$ cat config.mk
export PLATFORM = sky130hd
export DESIGN_NAME = binary_threshold_dilate_edge
export DESIGN_NICKNAME = d
export VERILOG_FILES = /design/src/design/btde_pkg.sv /design/src/design/btde_ram.sv /design/src/design/btde_seq.sv /design/src/design/btde_win.sv /design/src/design/binary_threshold_dilate_edge.sv
export SDC_FILE = /design/constraint.sdc
export NUM_CORES = 2
export LEC_CHECK = 0
export BUFFER_PORTS_ARGS = -buffer_cell sky130_fd_sc_hd__clkbuf_2
export CELL_PAD_IN_SITES_DETAIL_PLACEMENT = 0
export CELL_PAD_IN_SITES_GLOBAL_PLACEMENT = 1
export CORE_UTILIZATION = 55
export DETAILED_ROUTE_END_ITERATION = 8
export PLACE_DENSITY = 0.8
export RECOVER_POWER = 50
export SLEW_MARGIN = 20
export SYNTH_ARGS = -nofsm -noshare
export SYNTH_HDL_FRONTEND = slang
export SYNTH_SLANG_ARGS = --single-unit
$ cat constraint.sdc
create_clock -name clk -period 16.7 [get_ports clk]
set_input_delay 5.01 -clock clk [delete_from_list [all_inputs] [get_ports clk]]
set_output_delay 5.01 -clock clk [all_outputs]
set_load 0.005 [all_outputs]
$ cat src/design/btde_pkg.sv
// Shared types and constants for the binary threshold, dilation and edge block.
package btde_pkg;

    localparam int MAX_WIDTH_DEF  = 1024;
    localparam int MAX_HEIGHT_DEF = 1024;

    localparam int CFG_IDX_W = 2;
    localparam int CFG_W     = 11;
    localparam int THR_W     = 10;
    localparam int CHAN_W    = 8;
    localparam int SUM_W     = 10;
    localparam int EDGE_W    = 8;
    localparam int WIN_W     = 9;

    // Line store word: older row bit above newer row bit.
    localparam int MEM_W = 2;

    localparam int WIDTH_RESET  = 640;
    localparam int HEIGHT_RESET = 480;
    localparam int THR_RESET    = 383;

    localparam logic [EDGE_W-1:0] EDGE_ON  = 8'd255;
    localparam logic [EDGE_W-1:0] EDGE_OFF = 8'd0;

    typedef enum logic
    {
        OP_PIXEL = 1'b0,
        OP_FLUSH = 1'b1
    } opcode_t;

    typedef enum logic [CFG_IDX_W-1:0]
    {
        REG_IMAGE_WIDTH   = 2'd0,
        REG_IMAGE_HEIGHT  = 2'd1,
        REG_SUM_THRESHOLD = 2'd2
    } cfg_reg_t;

    typedef struct packed
    {
        opcode_t            opcode;
        logic [CHAN_W-1:0]  red;
        logic [CHAN_W-1:0]  green;
        logic [CHAN_W-1:0]  blue;
    } pixel_in_t;

    typedef struct packed
    {
        logic [EDGE_W-1:0]  edge_value;
        logic               line_end;
        logic               frame_end;
    } edge_out_t;

    // Control for one raster step handed from the sequencer to the window stage.
    typedef struct packed
    {
        logic real_px;
        logic px_bit;
        logic top_en;
        logic mid_en;
        logic col_zero;
        logic due;
        logic frame_end;
    } step_ctl_t;

endpackage

$ cat src/design/btde_ram.sv
// Generic single-clock RAM with one write port and one registered read port.
module btde_ram #(
    parameter int WIDTH = 2,
    parameter int DEPTH = 1024,
    localparam int ADDR_W = $clog2(DEPTH)
) (
    input  logic              clk,
    input  logic              rd_en,
    input  logic [ADDR_W-1:0] rd_addr,
    output logic [WIDTH-1:0]  rd_data,
    input  logic              wr_en,
    input  logic [ADDR_W-1:0] wr_addr,
    input  logic [WIDTH-1:0]  wr_data
);

    logic [WIDTH-1:0] mem_reg [DEPTH];
    logic [WIDTH-1:0] rd_data_reg;

    always_ff @(posedge clk)
    begin
        if (wr_en)
        begin
            mem_reg[wr_addr] <= wr_data;
        end
        if (rd_en)
        begin
            rd_data_reg <= mem_reg[rd_addr];
        end
    end

    assign rd_data = rd_data_reg;

endmodule

$ cat src/design/btde_seq.sv
// Input side: thresholding, raster counters, flush handling and line store read issue.
module btde_seq import btde_pkg::*; #(
    parameter int MAX_WIDTH  = MAX_WIDTH_DEF,
    parameter int MAX_HEIGHT = MAX_HEIGHT_DEF,
    localparam int ADDR_W = $clog2(MAX_WIDTH),
    localparam int WID_W  = $clog2(MAX_WIDTH + 1),
    localparam int HGT_W  = $clog2(MAX_HEIGHT + 1),
    localparam int ROW_W  = $clog2(MAX_HEIGHT + 2)
) (
    input  logic              clk,
    input  logic              rst_n,
    input  logic              restart,
    input  logic [WID_W-1:0]  width,
    input  logic [HGT_W-1:0]  height,
    input  logic [THR_W-1:0]  threshold,
    input  logic              in_valid,
    output logic              in_stall,
    input  pixel_in_t         in_data,
    input  logic              take,
    output logic              issue,
    output step_ctl_t         step,
    output logic [ADDR_W-1:0] step_addr
);

    logic [ADDR_W-1:0] col_reg;
    logic [ADDR_W-1:0] col_next;
    logic [ROW_W-1:0]  row_reg;
    logic [ROW_W-1:0]  row_next;
    logic              repeat_reg;
    logic              repeat_next;

    logic              accept;
    logic              is_flush;
    logic              frame_done;
    logic              last_col;
    logic              frame_step;
    logic              start_repeat;
    logic [ROW_W-1:0]  h_row;
    logic [SUM_W-1:0]  sum;

    assign h_row      = ROW_W'(height);
    assign is_flush   = (in_data.opcode == OP_FLUSH);
    assign frame_done = (row_reg >= h_row);

    // A repeated step is the second virtual advance of a flush in a one-row frame.
    assign in_stall = repeat_reg || !take;
    assign accept   = in_valid && !in_stall;
    assign issue    = repeat_reg ? take : (accept && (is_flush == frame_done));

    assign sum = SUM_W'(in_data.red) + SUM_W'(in_data.green) + SUM_W'(in_data.blue);

    assign last_col   = ((WID_W'(col_reg) + WID_W'(1)) == width);
    assign frame_step = (col_reg == '0) && (row_reg == (h_row + ROW_W'(1)));

    // The only position that yields no output during a flush is the first of row one.
    assign start_repeat = !repeat_reg && is_flush && (row_reg == ROW_W'(1)) && (col_reg == '0);

    always_comb
    begin
        step.real_px   = !repeat_reg && !is_flush;
        step.px_bit    = !repeat_reg && !is_flush && (sum >= SUM_W'(threshold));
        step.top_en    = (row_reg >= ROW_W'(2));
        step.mid_en    = (row_reg != '0) && (row_reg <= h_row);
        step.col_zero  = (col_reg == '0);
        step.due       = (row_reg >= ROW_W'(2)) || ((row_reg == ROW_W'(1)) && (col_reg != '0));
        step.frame_end = frame_step;
    end

    assign step_addr = col_reg;

    always_comb
    begin
        col_next    = col_reg;
        row_next    = row_reg;
        repeat_next = repeat_reg;
        if (restart)
        begin
            col_next    = '0;
            row_next    = '0;
            repeat_next = 1'b0;
        end
        else if (issue)
        begin
            repeat_next = start_repeat;
            if (frame_step)
            begin
                col_next = '0;
                row_next = '0;
            end
            else if (last_col)
            begin
                col_next = '0;
                row_next = row_reg + ROW_W'(1);
            end
            else
            begin
                col_next = col_reg + ADDR_W'(1);
            end
        end
    end

    always_ff @(posedge clk or negedge rst_n)
    begin
        if (!rst_n)
        begin
            col_reg    <= '0;
            row_reg    <= '0;
            repeat_reg <= 1'b0;
        end
        else
        begin
            col_reg    <= col_next;
            row_reg    <= row_next;
            repeat_reg <= repeat_next;
        end
    end

endmodule

$ cat src/design/btde_win.sv
// Window stage: line store write-back, 3x3 window, edge decision and output register.
module btde_win import btde_pkg::*; #(
    parameter int MAX_WIDTH = MAX_WIDTH_DEF,
    localparam int ADDR_W = $clog2(MAX_WIDTH)
) (
    input  logic              clk,
    input  logic              rst_n,
    input  logic              restart,
    input  logic              issue,
    input  step_ctl_t         step,
    input  logic [ADDR_W-1:0] step_addr,
    output logic              take,
    input  logic [MEM_W-1:0]  rd_data,
    output logic              wr_en,
    output logic [ADDR_W-1:0] wr_addr,
    output logic [MEM_W-1:0]  wr_data,
    output logic              out_valid,
    input  logic              out_stall,
    output edge_out_t         out_data
);

    logic              p1_valid_reg;
    logic              p1_valid_next;
    step_ctl_t         p1_ctl_reg;
    step_ctl_t         p1_ctl_next;
    logic [ADDR_W-1:0] p1_addr_reg;
    logic [ADDR_W-1:0] p1_addr_next;
    logic              fwd_hit_reg;
    logic              fwd_hit_next;
    logic [MEM_W-1:0]  fwd_data_reg;
    logic [MEM_W-1:0]  fwd_data_next;
    logic [WIN_W-1:0]  window_reg;
    logic [WIN_W-1:0]  window_next;
    logic              out_valid_reg;
    logic              out_valid_next;
    edge_out_t         out_data_reg;
    edge_out_t         out_data_next;

    logic              out_free;
    logic              p1_go;
    logic [MEM_W-1:0]  mem_word;
    logic              older;
    logic              newer;
    logic [2:0]        column;
    logic [WIN_W-1:0]  shifted;
    logic [WIN_W-1:0]  win;
    logic              edge_bit;

    assign out_free = !out_valid_reg || !out_stall;
    assign p1_go    = p1_valid_reg && (!p1_ctl_reg.due || out_free);
    assign take     = !p1_valid_reg || p1_go;

    // A write to the same entry in the cycle of the read is not seen by that read.
    assign mem_word = fwd_hit_reg ? fwd_data_reg : rd_data;
    assign older    = mem_word[1];
    assign newer    = mem_word[0];

    assign column = {p1_ctl_reg.real_px & p1_ctl_reg.px_bit,
                     p1_ctl_reg.mid_en & newer,
                     p1_ctl_reg.top_en & older};

    always_comb
    begin
        if (p1_ctl_reg.col_zero)
        begin
            // First column: the window still closes the previous row's last pixel.
            win     = {3'b000, window_reg[WIN_W-1:3]};
            shifted = {column, 6'b000000};
        end
        else
        begin
            shifted = {column, window_reg[WIN_W-1:3]};
            win     = shifted;
        end
    end

    assign edge_bit = (win != '0) && !win[4];

    assign wr_en   = p1_go && p1_ctl_reg.real_px;
    assign wr_addr = p1_addr_reg;
    assign wr_data = {newer, p1_ctl_reg.px_bit};

    always_comb
    begin
        p1_valid_next = p1_valid_reg;
        p1_ctl_next   = p1_ctl_reg;
        p1_addr_next  = p1_addr_reg;
        fwd_hit_next  = fwd_hit_reg;
        fwd_data_next = fwd_data_reg;
        if (issue)
        begin
            p1_valid_next = 1'b1;
            p1_ctl_next   = step;
            p1_addr_next  = step_addr;
            fwd_hit_next  = wr_en && (wr_addr == step_addr);
            fwd_data_next = wr_data;
        end
        else if (p1_go)
        begin
            p1_valid_next = 1'b0;
        end
    end

    always_comb
    begin
        window_next = window_reg;
        if (restart)
        begin
            window_next = '0;
        end
        else if (p1_go)
        begin
            window_next = p1_ctl_reg.frame_end ? '0 : shifted;
        end
    end

    always_comb
    begin
        out_valid_next = out_valid_reg;
        out_data_next  = out_data_reg;
        if (p1_go && p1_ctl_reg.due)
        begin
            out_valid_next           = 1'b1;
            out_data_next.edge_value = edge_bit ? EDGE_ON : EDGE_OFF;
            out_data_next.line_end   = p1_ctl_reg.col_zero;
            out_data_next.frame_end  = p1_ctl_reg.frame_end;
        end
        else if (!out_stall)
        begin
            out_valid_next = 1'b0;
        end
    end

    always_ff @(posedge clk or negedge rst_n)
    begin
        if (!rst_n)
        begin
            p1_valid_reg  <= 1'b0;
            window_reg    <= '0;
            out_valid_reg <= 1'b0;
        end
        else
        begin
            p1_valid_reg  <= p1_valid_next;
            window_reg    <= window_next;
            out_valid_reg <= out_valid_next;
        end
    end

    always_ff @(posedge clk)
    begin
        p1_ctl_reg   <= p1_ctl_next;
        p1_addr_reg  <= p1_addr_next;
        fwd_hit_reg  <= fwd_hit_next;
        fwd_data_reg <= fwd_data_next;
        out_data_reg <= out_data_next;
    end

    assign out_valid = out_valid_reg;
    assign out_data  = out_data_reg;

endmodule

$ cat src/design/binary_threshold_dilate_edge.sv
// Top level: configuration registers, line store and the two pipeline stages.
//
//  Channel  Signals                                    Word
//  in       in_valid, in_stall, in_data                pixel_in_t (pixel or flush)
//  out      out_valid, out_stall, out_data             edge_out_t (one edge pixel)
//  cfg      cfg_valid, cfg_ready, cfg_index, cfg_data  register write
//
// One word is taken per clock while in_stall is low; the line store is read when a taken word
// issues a step and written back as the step leaves the window stage for the output register.
// The first flush of a one-row frame advances two positions and stalls the input while it repeats.
// Reset clears counters, window and valid flags; the line store needs no clearing
// pass because no entry's contents are used in a frame before that entry is written.
// A stalled output holds its word while one more word can still enter the pipeline.
module binary_threshold_dilate_edge import btde_pkg::*; #(
    parameter int MAX_WIDTH  = MAX_WIDTH_DEF,
    parameter int MAX_HEIGHT = MAX_HEIGHT_DEF
) (
    input  logic                 clk,
    input  logic                 rst_n,
    input  logic                 in_valid,
    output logic                 in_stall,
    input  pixel_in_t            in_data,
    output logic                 out_valid,
    input  logic                 out_stall,
    output edge_out_t            out_data,
    input  logic                 cfg_valid,
    output logic                 cfg_ready,
    input  logic [CFG_IDX_W-1:0] cfg_index,
    input  logic [CFG_W-1:0]     cfg_data
);

    localparam int ADDR_W = $clog2(MAX_WIDTH);
    localparam int WID_W  = $clog2(MAX_WIDTH + 1);
    localparam int HGT_W  = $clog2(MAX_HEIGHT + 1);
    localparam int SZ_W   = (WID_W > HGT_W) ? WID_W : HGT_W;
    localparam int CMP_W  = (SZ_W > CFG_W) ? SZ_W : CFG_W;
    localparam int WIDTH_INIT  = (WIDTH_RESET > MAX_WIDTH) ? MAX_WIDTH : WIDTH_RESET;
    localparam int HEIGHT_INIT = (HEIGHT_RESET > MAX_HEIGHT) ? MAX_HEIGHT : HEIGHT_RESET;

    logic [WID_W-1:0]  width_reg;
    logic [WID_W-1:0]  width_next;
    logic [HGT_W-1:0]  height_reg;
    logic [HGT_W-1:0]  height_next;
    logic [THR_W-1:0]  thr_reg;
    logic [THR_W-1:0]  thr_next;
    logic              restart;
    logic [CMP_W-1:0]  cfg_val;

    logic              take;
    logic              issue;
    step_ctl_t         step;
    logic [ADDR_W-1:0] step_addr;
    logic [MEM_W-1:0]  rd_data;
    logic              wr_en;
    logic [ADDR_W-1:0] wr_addr;
    logic [MEM_W-1:0]  wr_data;

    assign cfg_ready = 1'b1;
    assign cfg_val   = CMP_W'(cfg_data);

    // Sizes are stored already clamped to one through the maximum.
    always_comb
    begin
        width_next  = width_reg;
        height_next = height_reg;
        thr_next    = thr_reg;
        restart     = 1'b0;
        if (cfg_valid && cfg_ready)
        begin
            case (cfg_index)
                REG_IMAGE_WIDTH:
                begin
                    restart = 1'b1;
                    if (cfg_val == '0)
                        width_next = WID_W'(1);
                    else if (cfg_val > CMP_W'(MAX_WIDTH))
                        width_next = WID_W'(MAX_WIDTH);
                    else
                        width_next = WID_W'(cfg_val);
                end
                REG_IMAGE_HEIGHT:
                begin
                    restart = 1'b1;
                    if (cfg_val == '0)
                        height_next = HGT_W'(1);
                    else if (cfg_val > CMP_W'(MAX_HEIGHT))
                        height_next = HGT_W'(MAX_HEIGHT);
                    else
                        height_next = HGT_W'(cfg_val);
                end
                REG_SUM_THRESHOLD:
                begin
                    thr_next = cfg_data[THR_W-1:0];
                end
                default:
                begin
                    thr_next = thr_reg;
                end
            endcase
        end
    end

    always_ff @(posedge clk or negedge rst_n)
    begin
        if (!rst_n)
        begin
            width_reg  <= WID_W'(WIDTH_INIT);
            height_reg <= HGT_W'(HEIGHT_INIT);
            thr_reg    <= THR_W'(THR_RESET);
        end
        else
        begin
            width_reg  <= width_next;
            height_reg <= height_next;
            thr_reg    <= thr_next;
        end
    end

    btde_seq #(
        .MAX_WIDTH  (MAX_WIDTH),
        .MAX_HEIGHT (MAX_HEIGHT)
    ) u_seq (
        .clk       (clk),
        .rst_n     (rst_n),
        .restart   (restart),
        .width     (width_reg),
        .height    (height_reg),
        .threshold (thr_reg),
        .in_valid  (in_valid),
        .in_stall  (in_stall),
        .in_data   (in_data),
        .take      (take),
        .issue     (issue),
        .step      (step),
        .step_addr (step_addr)
    );

    btde_ram #(
        .WIDTH (MEM_W),
        .DEPTH (MAX_WIDTH)
    ) u_line_ram (
        .clk     (clk),
        .rd_en   (issue),
        .rd_addr (step_addr),
        .rd_data (rd_data),
        .wr_en   (wr_en),
        .wr_addr (wr_addr),
        .wr_data (wr_data)
    );

    btde_win #(
        .MAX_WIDTH (MAX_WIDTH)
    ) u_win (
        .clk       (clk),
        .rst_n     (rst_n),
        .restart   (restart),
        .issue     (issue),
        .step      (step),
        .step_addr (step_addr),
        .take      (take),
        .rd_data   (rd_data),
        .wr_en     (wr_en),
        .wr_addr   (wr_addr),
        .wr_data   (wr_data),
        .out_valid (out_valid),
        .out_stall (out_stall),
        .out_data  (out_data)
    );

endmodule
==> summary.md <==
| Metric | Value |
|---|---|
| Result of the run | finished with violations |
| Violated checks | max-capacitance violations, max-slew violations |
| Master cell of the clock root buffer | sky130_fd_sc_hd__clkbuf_16 |
| Total detailed-routing wirelength | 238000 um |
| Maximum fanout along the worst path | 237 |
| Sum of overflow across all layers after global routing | 0 |
| Data required time of the critical path | 17.19 ns |
| CTS H-Tree Depth | 4 |
| Layout Nets | 5379 |
| Deepest clock path buffer count | 3 |
| Half-perimeter wire length after detailed placement | 138000 um |
| Launch point of the critical path | u_win.fwd_hit_reg |
| Count of endpoints failing setup in the final report | 0 |
| R2R Path End | u_line_ram.mem_reg[174][1] |
| Area of the core | 163000 um^2 |
| Setup slack on the worst flop-to-flop path | 3.96 ns |
| Data arrival time of the worst path | 13.23 ns |
| Average wire per cell in the routed design | 31.2 um |
| Initial Utilization | 0.553 |
| First-pass GRT wire length | 342000 um |
| Non-filler instance count after layout | 7631 |
| DRC violation count after routing | 0 |
| Std cell rows | 148 |
| Worst Hold Class | reg -> reg |
| Total routing resource utilization after global routing | 0.291 |
| Floorplan die height | 406 um |
| Worst R2R Start | u_win.fwd_hit_reg |
| EDFF count, synth | 2073 |
| Vias in the first global route | 49610 |
| Setup repair after global routing missed its margin | no |
| Number of antenna violations at the first check in global routing | 8 |
| Post-synthesis async set-or-reset flop share | 0.0290 |
| Avg Inst Size Synth | 17.0 um^2 |
| Cell Area, Synth | 89900 um^2 |
| Clock period minus worst slack | 12.74 ns |
| Start-to-end type of the worst setup path | reg -> reg |
| Cells after Synth | 5299 |
| Violation count after the first detailed-routing iteration | 7040 |
| Cts-stage hold buffer count | 0 |
| Overall Power | 14.2 mW |
| Clk_lat worst skew | 0.85 ns |
| Pwr dens | 145 nW/um^2 |
| Final period utilization | 0.763 |
| Top cell type's share of synthesized area | 0.692 |
| Worst clock skew on the final layout | 0.0637 ns |
| Pin slew with the least headroom to its limit | 8.56 ns |
| First-pass DRT Iterations | 5 |
| Top Ports | 56 |
| Final hold violations | 0 |
| Maximum VDD drop | 121 uV |
| Final TNS setup | 0 ns |
| GP Congestion | 0.876 |
| Input/output buffers | 54 |
| Post-synthesis cell type with the largest combined area | sky130_fd_sc_hd__edfxtp_1 |
| Leakage power total | 30.6 nW |
| Detail Route Antenna Nets | 0 |
| Num Clock Sinks | 2135 |
| Number of buffers created by CTS | 208 |
| Syn nets | 5389 |
| Proportion of layout cells with a drive suffix above 1 | 0.183 |
| Commonest cells after routing, fill and taps aside | sky130_fd_sc_hd__edfxtp_1 (2073), sky130_fd_sc_hd__nor2_1 (1090), sky130_fd_sc_hd__mux4_2 (418) |
| CTS tree | yes |
| Number of register bits inferred by synthesis | 2135 |
| Number of cells traversed by the worst hold path | 2 |
| Leading cell type in the layout, fill and taps excluded | sky130_fd_sc_hd__edfxtp_1 |
| Die area | 165000 um^2 |
| Number of flip-flops in the largest register | 2048 |
| Critical hold path startpoint | width_reg[9] |
| Post-synthesis cell type count | 96 |
| Register-to-Register Path Depth | 4 |
| Pin count of the biggest net entering global routing | 238 |
| Cell count after placement | 7254 |
| Worst hold endpoint | width_reg[9] |
| Filler Cells Inserted | 11909 |
| Fmax | 0.0785 GHz |
| Synth warnings | 0 |
| Most instantiated flip-flop cell in the synthesis netlist | sky130_fd_sc_hd__edfxtp_1 |
| Setup fix buffers added after clock tree synthesis | 0 |
| Crit. End Element | flip-flop |
| Worst max-slew margin expressed relative to the limit | -4.71 |
| DIE WIDTH | 406 um |
| Via/cell ratio | 6.56 |
| Number of max-cap violations | 23 |
| Final max-slew violation count | 1944 |
| Post-cts resize count | 0 |
| Total number of vias | 50029 |
| Share of the yosys chip area belonging to registers | 0.710 |
| Worst-path clk slew | 0.06 ns |
| Kind of start point of the critical path | flip-flop |
| Leading post-synthesis cells by cell area | sky130_fd_sc_hd__edfxtp_1 (69%), sky130_fd_sc_hd__mux4_2 (10%), sky130_fd_sc_hd__nor2_1 (4.6%), sky130_fd_sc_hd__mux2i_1 (2.0%), sky130_fd_sc_hd__mux4_1 (1.9%) |
| Area growth syn-to-layout | 9.21% |
-- cell families after synthesis --
group / after synthesis / share of synthesized area
multiplexers: 682 / 0.146
flip-flops: 2135 / 0.710
other: 1 / 0.0000417
AO/OA/AOI/OAI: 419 / 0.0325
buffers and inverters: 470 / 0.0309
AND/OR/NAND/NOR: 1498 / 0.0690
XOR/XNOR: 47 / 0.00458
adder cells (fa/ha/maj): 47 / 0.00671
-- cells in the mapped netlist, types with 30 or more instances --
cell type	n
sky130_fd_sc_hd__nor3_1	39
sky130_fd_sc_hd__clkbuf_1	199
sky130_fd_sc_hd__xnor2_1	33
sky130_fd_sc_hd__nor2_1	1094
sky130_fd_sc_hd__ha_1	45
sky130_fd_sc_hd__edfxtp_1	2073
sky130_fd_sc_hd__o22ai_1	30
sky130_fd_sc_hd__o21ai_0	71
sky130_fd_sc_hd__mux4_1	66
sky130_fd_sc_hd__buf_4	31
sky130_fd_sc_hd__nand2_1	173
sky130_fd_sc_hd__a21oi_1	70
sky130_fd_sc_hd__mux4_2	418
sky130_fd_sc_hd__buf_2	59
sky130_fd_sc_hd__inv_1	52
sky130_fd_sc_hd__buf_1	48
sky130_fd_sc_hd__a22oi_1	58
sky130_fd_sc_hd__dfrtp_1	48
sky130_fd_sc_hd__mux2i_1	176
sky130_fd_sc_hd__nand3_1	56
-- how the worst max path moves through the flow --
| stage | endpoint | cells past startpoint |
|---|---|---|
| 2_1_floorplan | u_line_ram.mem_reg[0][0] | 0 |
| 3_3_place_gp | in_stall | 4 |
| 3_5_place_dp | in_stall | 4 |
| 4_1_cts | in_stall | 4 |
| 5_1_grt | u_line_ram.mem_reg[175][1] | 4 |
| 6_report | u_line_ram.mem_reg[174][1] | 4 |
-- worst max-delay path: stages, from the launching register on --
cell,delay [ns]
sky130_fd_sc_hd__edfxtp_1,0.42
sky130_fd_sc_hd__mux2_1,3.58
sky130_fd_sc_hd__clkbuf_1,3.42
sky130_fd_sc_hd__clkbuf_2,3.36
sky130_fd_sc_hd__buf_4,1.13
-- cell type report --
type,instances,area (um^2),area share
clock inverter,136,1250,0.0128
sequential,2135,63800,0.650
clock buffer,239,5360,0.0546
inverter,53,204,0.00208
timing repair buffer,197,1330,0.0135
multi-input combinational,2694,23500,0.239
antenna,2,5.00,0.0000510
tap,2175,2720,0.0277
-- metrics by stage --
stage                      util  setup slack (ns)  hold slack, ns  area (um^2)
after CTS                 0.604              6.14           0.506        98300
final                     0.604              3.96           0.503        98200
after floorplan               -              1.98           0.420        89900
after global placement    0.564              6.11           0.485        91600
after global routing      0.604              3.22           0.528        98200
after detailed placement  0.564              6.15           0.492        91700
-- power by group --
part / total [mW] / internal (mW) / switching, mW
Combinational: 3.23 / 1.32 / 1.91
Clock: 4.59 / 2.58 / 2.02
Sequential: 6.43 / 6.34 / 0.0921
Total: 14.2 / 10.2 / 4.01
-- routing by layer --
layer	global-route usage	wire, um	vias up
met4	0.129	11100	4
met2	0.458	113000	2884
met3	0.0640	25300	576
met1	0.393	88400	25943
li1	-	-	20622
met5	0	25	-
Power figures use the tool's default switching activity.
